--- src/rtl/wsfu_pkg.sv ---
// ---------------------------------------------------------------------------
// wsfu_pkg: shared types and constants for the frame unmasker
// Payload structs for both channels, header codes and frame class codes.
// ---------------------------------------------------------------------------
package wsfu_pkg;

    localparam logic [3:0] OP_TEXT   = 4'h1;
    localparam logic [3:0] OP_CLOSE  = 4'h8;
    localparam logic [3:0] OP_MASK   = 4'hF;
    localparam logic [6:0] LEN_MASK  = 7'h7F;
    localparam logic [6:0] LEN_EXT16 = 7'd126;
    localparam logic [6:0] LEN_EXT64 = 7'd127;

    localparam logic [1:0] CLS_TEXT  = 2'd0;
    localparam logic [1:0] CLS_CLOSE = 2'd1;
    localparam logic [1:0] CLS_OTHER = 2'd2;

    typedef struct packed {
        logic [7:0] in_byte;
        logic       end_of_buffer;
    } t_in_item;

    typedef struct packed {
        logic [7:0] out_byte;
        logic       is_payload;
        logic [1:0] frame_class;
        logic       echo_ok;
        logic       length_error;
        logic       last;
    } t_out_item;

endpackage

--- src/rtl/wsfu_parser.sv ---
// ---------------------------------------------------------------------------
// wsfu_parser: header parser and payload unmask
// Holds the parse state of the current frame and forms the result for the
// item at its input; the state advances when the item moves on.
// ---------------------------------------------------------------------------
module wsfu_parser
    import wsfu_pkg::*;
(
    input  logic      i_clk,
    input  logic      i_rst_n,
    input  logic      i_advance,
    input  t_in_item  i_item,
    output t_out_item o_result
);

    typedef enum logic [3:0] {
        PH_HDR0    = 4'd0,
        PH_HDR1    = 4'd1,
        PH_EXT_HI  = 4'd2,
        PH_EXT_LO  = 4'd3,
        PH_MASK0   = 4'd4,
        PH_MASK1   = 4'd5,
        PH_MASK2   = 4'd6,
        PH_MASK3   = 4'd7,
        PH_PAYLOAD = 4'd8,
        PH_TRAIL   = 4'd9,
        PH_DROP    = 4'd10
    } t_phase;

    t_phase      r_phase,  n_phase;
    logic [3:0]  r_opcode, n_opcode;
    logic [15:0] r_length, n_length;
    logic [15:0] r_index,  n_index;
    logic [31:0] r_key,    n_key;
    logic        r_error,  n_error;

    logic [7:0]  out_byte;
    logic        is_payload;
    logic [1:0]  frame_class;
    logic [6:0]  len7;
    logic [7:0]  key_byte;

    assign len7 = i_item.in_byte[6:0] & LEN_MASK;

    always_comb begin
        unique case (r_index[1:0])
            2'd0:    key_byte = r_key[7:0];
            2'd1:    key_byte = r_key[15:8];
            2'd2:    key_byte = r_key[23:16];
            default: key_byte = r_key[31:24];
        endcase
    end

    always_comb begin
        n_phase    = r_phase;
        n_opcode   = r_opcode;
        n_length   = r_length;
        n_index    = r_index;
        n_key      = r_key;
        n_error    = r_error;
        out_byte   = i_item.in_byte;
        is_payload = 1'b0;

        unique case (r_phase)
            PH_HDR0: begin
                n_opcode = i_item.in_byte[3:0] & OP_MASK;
                n_phase  = PH_HDR1;
            end
            PH_HDR1: begin
                if (len7 == LEN_EXT16) begin
                    n_phase = PH_EXT_HI;
                end else if (len7 == LEN_EXT64) begin
                    n_error = 1'b1;
                    n_phase = PH_DROP;
                end else begin
                    n_length = {9'd0, len7};
                    n_phase  = PH_MASK0;
                end
            end
            PH_EXT_HI: begin
                n_length = {i_item.in_byte, 8'd0};
                n_phase  = PH_EXT_LO;
            end
            PH_EXT_LO: begin
                n_length = {r_length[15:8], i_item.in_byte};
                n_phase  = PH_MASK0;
            end
            PH_MASK0: begin
                n_key[7:0] = i_item.in_byte;
                n_phase    = PH_MASK1;
            end
            PH_MASK1: begin
                n_key[15:8] = i_item.in_byte;
                n_phase     = PH_MASK2;
            end
            PH_MASK2: begin
                n_key[23:16] = i_item.in_byte;
                n_phase      = PH_MASK3;
            end
            PH_MASK3: begin
                n_key[31:24] = i_item.in_byte;
                n_index      = 16'd0;
                n_phase      = (r_length == 16'd0) ? PH_TRAIL : PH_PAYLOAD;
            end
            PH_PAYLOAD: begin
                out_byte   = i_item.in_byte ^ key_byte;
                is_payload = 1'b1;
                n_index    = r_index + 16'd1;
                if (n_index >= r_length) begin
                    n_phase = PH_TRAIL;
                end
            end
            default: begin
                // trailing bytes, dropped frame and unused codes pass raw
            end
        endcase

        if (n_opcode == OP_TEXT) begin
            frame_class = CLS_TEXT;
        end else if (n_opcode == OP_CLOSE) begin
            frame_class = CLS_CLOSE;
        end else begin
            frame_class = CLS_OTHER;
        end

        o_result.out_byte     = out_byte;
        o_result.is_payload   = is_payload;
        o_result.frame_class  = frame_class;
        o_result.echo_ok      = (frame_class != CLS_CLOSE) && !n_error;
        o_result.length_error = n_error;
        o_result.last         = i_item.end_of_buffer;
    end

    always_ff @(posedge i_clk) begin
        if (!i_rst_n) begin
            r_phase  <= PH_HDR0;
            r_opcode <= '0;
            r_length <= '0;
            r_index  <= '0;
            r_key    <= '0;
            r_error  <= 1'b0;
        end else if (i_advance) begin
            if (i_item.end_of_buffer) begin
                // restart the parser for the next buffer
                r_phase  <= PH_HDR0;
                r_opcode <= '0;
                r_length <= '0;
                r_index  <= '0;
                r_key    <= '0;
                r_error  <= 1'b0;
            end else begin
                r_phase  <= n_phase;
                r_opcode <= n_opcode;
                r_length <= n_length;
                r_index  <= n_index;
                r_key    <= n_key;
                r_error  <= n_error;
            end
        end
    end

endmodule

--- src/rtl/wsfu_out_reg.sv ---
// ---------------------------------------------------------------------------
// wsfu_out_reg: result register
// Holds one result until the consumer takes it; reloads in the same cycle.
// ---------------------------------------------------------------------------
module wsfu_out_reg
    import wsfu_pkg::*;
(
    input  logic      i_clk,
    input  logic      i_rst_n,
    input  logic      i_valid,
    output logic      o_ready,
    input  t_out_item i_data,
    output logic      o_valid,
    input  logic      i_ready,
    output t_out_item o_data
);

    logic      r_valid;
    t_out_item r_data;

    assign o_ready = !r_valid || i_ready;
    assign o_valid = r_valid;
    assign o_data  = r_data;

    always_ff @(posedge i_clk) begin
        if (!i_rst_n) begin
            r_valid <= 1'b0;
        end else if (o_ready) begin
            r_valid <= i_valid;
        end
    end

    always_ff @(posedge i_clk) begin
        if (o_ready && i_valid) begin
            r_data <= i_data;
        end
    end

endmodule

--- src/rtl/websocket_frame_unmasker_unit.sv ---
// ---------------------------------------------------------------------------
// websocket_frame_unmasker_unit: frame header parser and payload unmasker
// Each byte passes the input register, then the result register. Throughput:
// one byte per cycle while the output is not stalled, set by the single parse
// step between the two registers. Reset is synchronous, active low, and
// returns the parser to the first header byte with both stages empty.
// ---------------------------------------------------------------------------
module websocket_frame_unmasker_unit
    import wsfu_pkg::*;
(
    input  logic      i_clk,
    input  logic      i_rst_n,
    input  logic      i_in_valid,
    output logic      o_in_ready,
    input  t_in_item  i_in_data,
    output logic      o_out_valid,
    input  logic      i_out_ready,
    output t_out_item o_out_data
);

    logic      r_in_valid;
    t_in_item  r_in_item;
    logic      out_ready;
    logic      advance;
    t_out_item result;

    assign advance    = r_in_valid && out_ready;
    assign o_in_ready = !r_in_valid || advance;

    always_ff @(posedge i_clk) begin
        if (!i_rst_n) begin
            r_in_valid <= 1'b0;
        end else if (o_in_ready) begin
            r_in_valid <= i_in_valid;
        end
    end

    // hold the byte while the result stage is stalled
    always_ff @(posedge i_clk) begin
        if (o_in_ready && i_in_valid) begin
            r_in_item <= i_in_data;
        end
    end

    wsfu_parser u_parser (
        .i_clk     (i_clk),
        .i_rst_n   (i_rst_n),
        .i_advance (advance),
        .i_item    (r_in_item),
        .o_result  (result)
    );

    wsfu_out_reg u_out_reg (
        .i_clk   (i_clk),
        .i_rst_n (i_rst_n),
        .i_valid (r_in_valid),
        .o_ready (out_ready),
        .i_data  (result),
        .o_valid (o_out_valid),
        .i_ready (i_out_ready),
        .o_data  (o_out_data)
    );

endmodule

--- config.mk ---
export PLATFORM = sky130hd
export DESIGN_NAME = websocket_frame_unmasker_unit
export DESIGN_NICKNAME = d
export VERILOG_FILES = /design/src/rtl/wsfu_pkg.sv /design/src/rtl/wsfu_parser.sv /design/src/rtl/wsfu_out_reg.sv /design/src/rtl/websocket_frame_unmasker_unit.sv
export SDC_FILE = /design/constraint.sdc
export NUM_CORES = 1
export LEC_CHECK = 0
export BUFFER_PORTS_ARGS = -buffer_cell sky130_fd_sc_hd__clkbuf_2
export CORE_ASPECT_RATIO = 0.75
export CORE_MARGIN = 1.5
export CORE_UTILIZATION = 50
export CTS_CLUSTER_DIAMETER = 120
export DETAILED_ROUTE_END_ITERATION = 8
export PLACE_DENSITY = 0.74
export REMOVE_ABC_BUFFERS = 1
export SLEW_MARGIN = 30
export SYNTH_ARGS = -nofsm -noshare
export SYNTH_HDL_FRONTEND = slang
export SYNTH_SLANG_ARGS = --single-unit
--- constraint.sdc ---
create_clock -name i_clk -period 7.3 [get_ports i_clk]
set_input_delay 1.095 -clock i_clk [delete_from_list [all_inputs] [get_ports i_clk]]
set_output_delay 1.095 -clock i_clk [all_outputs]
set_load 0.05 [all_outputs]
* After elaboration in Yosys (flattened, before gate mapping)
Index checks and enable logic that the tools add are counted.
Cells by class: bitwise gates (word level) 1, multiplexer cells 28, reductions and logical operators 27, magnitude comparators 1, $add $sub $neg 1, eq/ne operators 19
Operator list (number):
- two-way mux 16 bit | 4
- one-hot mux 16 bit (3 select lines) | 1
- two-way mux 8 bit | 5
- one-hot mux 4 bit (9 select lines) | 1
- two-way mux 32 bit | 1
- one-hot mux 16 bit (2 select lines) | 1
- two-way mux 4 bit | 6
- one-hot mux 8 bit (3 select lines) | 1
- adder 16 x 1 -> 16 bit (second input constant) | 1
- equality test 4 x 3 -> 1 bit (second input constant) | 4
- >= comparator 16 bit | 1
- zero test 16 bit | 1
- equality test 7 bit (second input constant) | 2
- AND reduction 2 bit | 5
- nonzero test 10 bit | 1
- equality test 4 x 1 -> 1 bit (second input constant) | 2
- equality test 4 x 2 -> 1 bit (second input constant) | 2
- equality test 4 bit (second input constant) | 2
- nonzero test 2 bit | 4
- bitwise XOR 8 bit | 1
- two-way mux 1 bit | 6
- != test 3 bit (second input constant) | 2
- nonzero test 3 bit | 2
- AND reduction 5 bit | 1
- other kinds (14) | 20
Word-level totals: bits in registers 98, input port bits 13, logic and storage cells 97, output and inout bits 16

* Longest topological paths before layout
depth in word-level cells 7, mapped depth 11, depth with buffers taken out 11

* Modules after synthesis
Synthesis repeated with hierarchy kept, for this count alone.
Unflattened totals: cells, all modules 536, area total of the unflattened synthesis 5107.4 µm²
Modules (own cells, without submodules):
- wsfu_parser | seq. area each 1461.4 µm², area an instance 4294.1 µm², times used 1, cells each 502
- wsfu_out_reg | seq. area each 440.4 µm², area an instance 478.0 µm², times used 1, cells each 19
- websocket_frame_unmasker_unit | seq. area each 290.3 µm², area an instance 335.3 µm², times used 1, cells each 15

* Worst setup path after synthesis
No wires, ideal clock.
path type flip-flop to flip-flop, start register u_parser.r_index[0], end register u_parser.r_phase[0], data required time 7.184 ns, cell stages (with the launch flop) 12, arrival 2.864 ns, path slack 4.320 ns, path buffers 0, library setup time 0.116 ns, clock period less this slack 2.980 ns, cells stage by stage dfxtp_1 ha_1 nand3_1 nor2_1 and4_1 xor2_1 ha_1 o21ai_0 o211ai_1 a2111o_1 o31a_1 a31o_2
Between the ends: longest elaborated chain between the ends 4
Ends and longest elaborated chain:
- from (decl) | line wsfu_parser.sv:33 | logic [15:0] r_index, n_index;
- from (signal assigned) | line wsfu_parser.sv:155 | r_index <= n_index;
- adder 16 x 1 -> 16 bit | line wsfu_parser.sv:108 | n_index = r_index + 16'd1;
- >= comparator 16 bit | line wsfu_parser.sv:109 | if (n_index >= r_length) begin
- != test 3 x 2 -> 1 bit (no source line)
- AND reduction 3 bit (no source line)
- to (signal assigned) | line wsfu_parser.sv:152 | r_phase <= n_phase;
- to (decl) | line wsfu_parser.sv:30 | t_phase r_phase, n_phase;
Every way passes these cells. A chain may end at the register's enable or synchronous reset.

* Final worst setup path
Same ends and word-level chain as after synthesis.

==> out/qor.yml <==
synthesis:
  synth.avg_cell_area_sq_um: 9.49
  synthFlopType: "dfxtp_1"
  synth_xor_area_share_pct: 4.16
  synth_top_cells_by_count: "dfxtp_1 (75), nor2b_1 (56), mux2i_1 (44)"
  synth-edff-count: 23
  yosysTopAreaCellShare_pct: 29.7
  synth_seq_area_share_pct: 43.4
  yosys-mux-area-fraction_pct: 8.72
  synth-simple-area-share_pct: 22.2
  async_reset_ff_share_pct: 0
  synth_compound_area_share_pct: 12.6
  netlist_top_cells_area: "dfxtp_1 (30%), edfxtp_1 (14%), mux2i_1 (8.7%), nor2b_1 (6.9%), ha_1 (5.2%)"
  synth_top_family_by_area: "simple AND/OR/NAND/NOR gates"
  syn_area_sq_um: 5050
  synth_cell_types: 53
  yosys.area_share.adder_pct: 5.20
  synth_warnings: 0
  synthMostInstantiatedCell: "dfxtp_1"
  yosysTopAreaCell: "dfxtp_1"
  synth-seq-cells: 98
  syn_inst: 532
sta:
  rsz0062_at_grt: "false"
  finalHoldViolCount: 0
  final-max-slew-violation-count: 0
  fin_skew_ps: 7.07
  tns_ps: 0
  slew_headroom_pct: 33.6
  final-setup-viol-count: 0
  worst_pin_slew_ps: 989
  fmax_mhz: 294
  hold_slack_ps: 467
  fin_crit_ps: 3400
  final.period_utilization_pct: 46.6
worst_hold_path:
  hold_end: "u_parser.r_length[2]"
  hold_class: "register to register"
  hold_start: "u_parser.r_length[2]"
  hold_depth: 2
cells_and_area:
  area_growth_syn_to_layout_pct: 11.3
  diodes: 0
  fin_cells: 686
  final_nets: 583
  drive_gt1_share_pct: 10.8
run_status:
  status: "finished clean"
floorplan:
  core_area_sq_um: 9740
  initial_core_util_pct: 51.9
  die-area_sq_um: 10700
  ios: 29
  rows: 31
  die_x_um: 119
  die_h_um: 90.0
pwr:
  p_per_area_nw_per_um2: 209
  pwr-share-seq_pct: 49.2
  p_leak_nw: 2.29
  ir_worst_vdd_mv: 0.116
  p_clk_share_pct: 43.6
  intPower_uw: 897
  power.share.combinational_pct: 7.2
  p_sw_uw: 279
  p_sw_share_pct: 23.7
grt:
  grt_usage_pct: 22.6
  overflow: 0
  antenna_found_initial: 0
  grt_pass1_vias: 3743
  grt_max_degree: 87
  grt_pass1_wl_um: 19200
route:
  vias: 3993
  drc: 0
  drt_wl_total_um: 11800
  vias_per_cell: 5.82
  routedWlPerCell_um: 17.2
  drt_pre_antenna_iters: 7
  ant_nets: 0
  drtIter0Drc: 444
clock_network:
  cts_root_buffer: "clkbuf_16"
  post_cts_buffers: 0
  cts_tree: "built"
  cts_resized: 0
  cts_buffers: 9
  clockBufferDepth: 2
  hold_buffers: 0
  cts.sink_count: 98
  clock_latency_ps: 350
  clkSlewWorstSetupHoldPaths_ps: 70
  htreeDepth: 3
worst_setup_path:
  rr_startpoint: "u_parser.r_index[0]"
  rrSetupSlack_ps: 3900
  worst_setup_path_end_kind: "register"
  cp.required_ps: 7540
  reg2reg_to: "u_parser.r_phase[0]"
  arrival_ps: 3640
  cp_max_fo: 9
  critPathKind: "register to register"
  reg2reg_depth: 11
  cp-start-kind: "register"
placement:
  dp_cells: 669
  dpl.hpwl_um: 7970
  numPortBuffers: 28
  globalplace.congestion: 0.845
flow_run:
  max_cap_violations: 0
-- power by group through the flow --
stage,clock [mW],sequential (mW),combinational (mW)
finish,0.513,0.578,0.0843
global route,0.539,0.580,0.0901
CTS,0.522,0.579,0.0813
detailed placement,0,0.591,0.0801
global placement,0,0.591,0.0789
floorplan,0,0.601,0.0420
-- layout make-up --
class,instances,area [sq um]
inverter,20,75.1
tap,132,165
clock inverter,5,65.1
timing repair buffer,33,185
multi-input combinational,387,2670
fill,856,4120
sequential,98,2190
clock buffer,11,264
-- routing by layer --
metal | track usage, % | wire length (um) | share of wire (%) | up-vias
met5 | 0 | 0 | 0 | -
met4 | 5.62 | 92 | 0.78 | 0
met3 | 4.25 | 676 | 5.7 | 8
met2 | 33.8 | 5130 | 44 | 119
met1 | 33.4 | 5870 | 50 | 1926
li1 | - | - | - | 1940
-- worst max-delay path, stage by stage, from the launching register on --
cell and delay (ps):
dfxtp_1 480, ha_1 300, nand3_1 210, nor2_1 290, and4_1 290, xor2_1 160
ha_1 250, o21ai_0 160, o211ai_1 130, a2111o_1 460, o31a_1 340, a31o_2 230
-- how the worst max path moves through the flow --
stage	from	endpoint	slack, ps	depth (start not counted)
final	u_parser.r_index[0]	u_parser.r_phase[0]	3900	11
after global routing	u_parser.r_index[0]	u_parser.r_phase[0]	3720	11
after CTS	u_parser.r_index[0]	u_parser.r_phase[0]	3920	11
after detailed placement	u_parser.r_index[0]	u_parser.r_phase[0]	3930	11
after global placement	u_parser.r_index[0]	u_parser.r_phase[0]	4070	11
after floorplan	u_parser.r_index[0]	u_parser.r_phase[0]	4320	11
-- kinds of logic (layout without fill, tap and decap cells) --
kind of cell	after synthesis	in the layout
DFF	98	98
and+or+nand+nor	207	207
adders and majority gates	21	21
buffers and inverters	47	69
muxes	44	44
AOI/OAI and AO/OA	91	91
xor gates and xnor gates	24	24
-- flip-flops by register name (all words and copies together) (netlist names) --
signal / count
u_parser.r_phase: 4
u_parser.r_length: 16
u_parser.r_opcode: 4
r_in_item: 9
u_parser.r_index: 16
u_parser.r_key: 32
u_out_reg.o_valid: 1
r_in_valid: 1
u_parser.r_error: 1
u_out_reg.o_data: 14
-- per-stage QoR --
stage          instance area (sq um)  total power, mW  utilization (%)  worst slack [ps]
2_1_floorplan                   4940            0.643                -              4320
3_3_place_gp                    5270            0.670             54.1              4070
3_5_place_dp                    5270            0.672             54.1              3930
4_1_cts                         5600             1.18             57.5              3920
5_1_grt                         5620             1.21             57.7              3720
6_report                        5620             1.18             57.7              3900
-- cell usage in the layout (no fill, tap or decap), types with 3 or more instances in the layout --
master     netlist  routed
dfxtp_1         75      75
nor2b_1         56      56
mux2i_1         44      44
nand2_1         39      39
nor2_1          39      39
clkbuf_2         0      28
edfxtp_1        23      23
nand3_1         22      22
o21ai_0         22      22
ha_1            21      21
inv_1           20      20
xor2_1          17      17
a21oi_1         16      16
clkbuf_16        0      10
a222oi_1         8       8
nand4_1          7       7
xnor2_1          7       7
a22oi_1          7       7
o211ai_1         7       7
nand2b_1         6       6
and2_1           6       6
and4_1           5       5
and3_1           5       5
nor4_1           5       5
nand4b_1         4       4
nor3_1           4       4
o21ai_2          3       4
buf_4            0       4
a31oi_1          3       3
o21a_1           3       3
inv_6            0       3
Power figures use the tool's default switching activity.
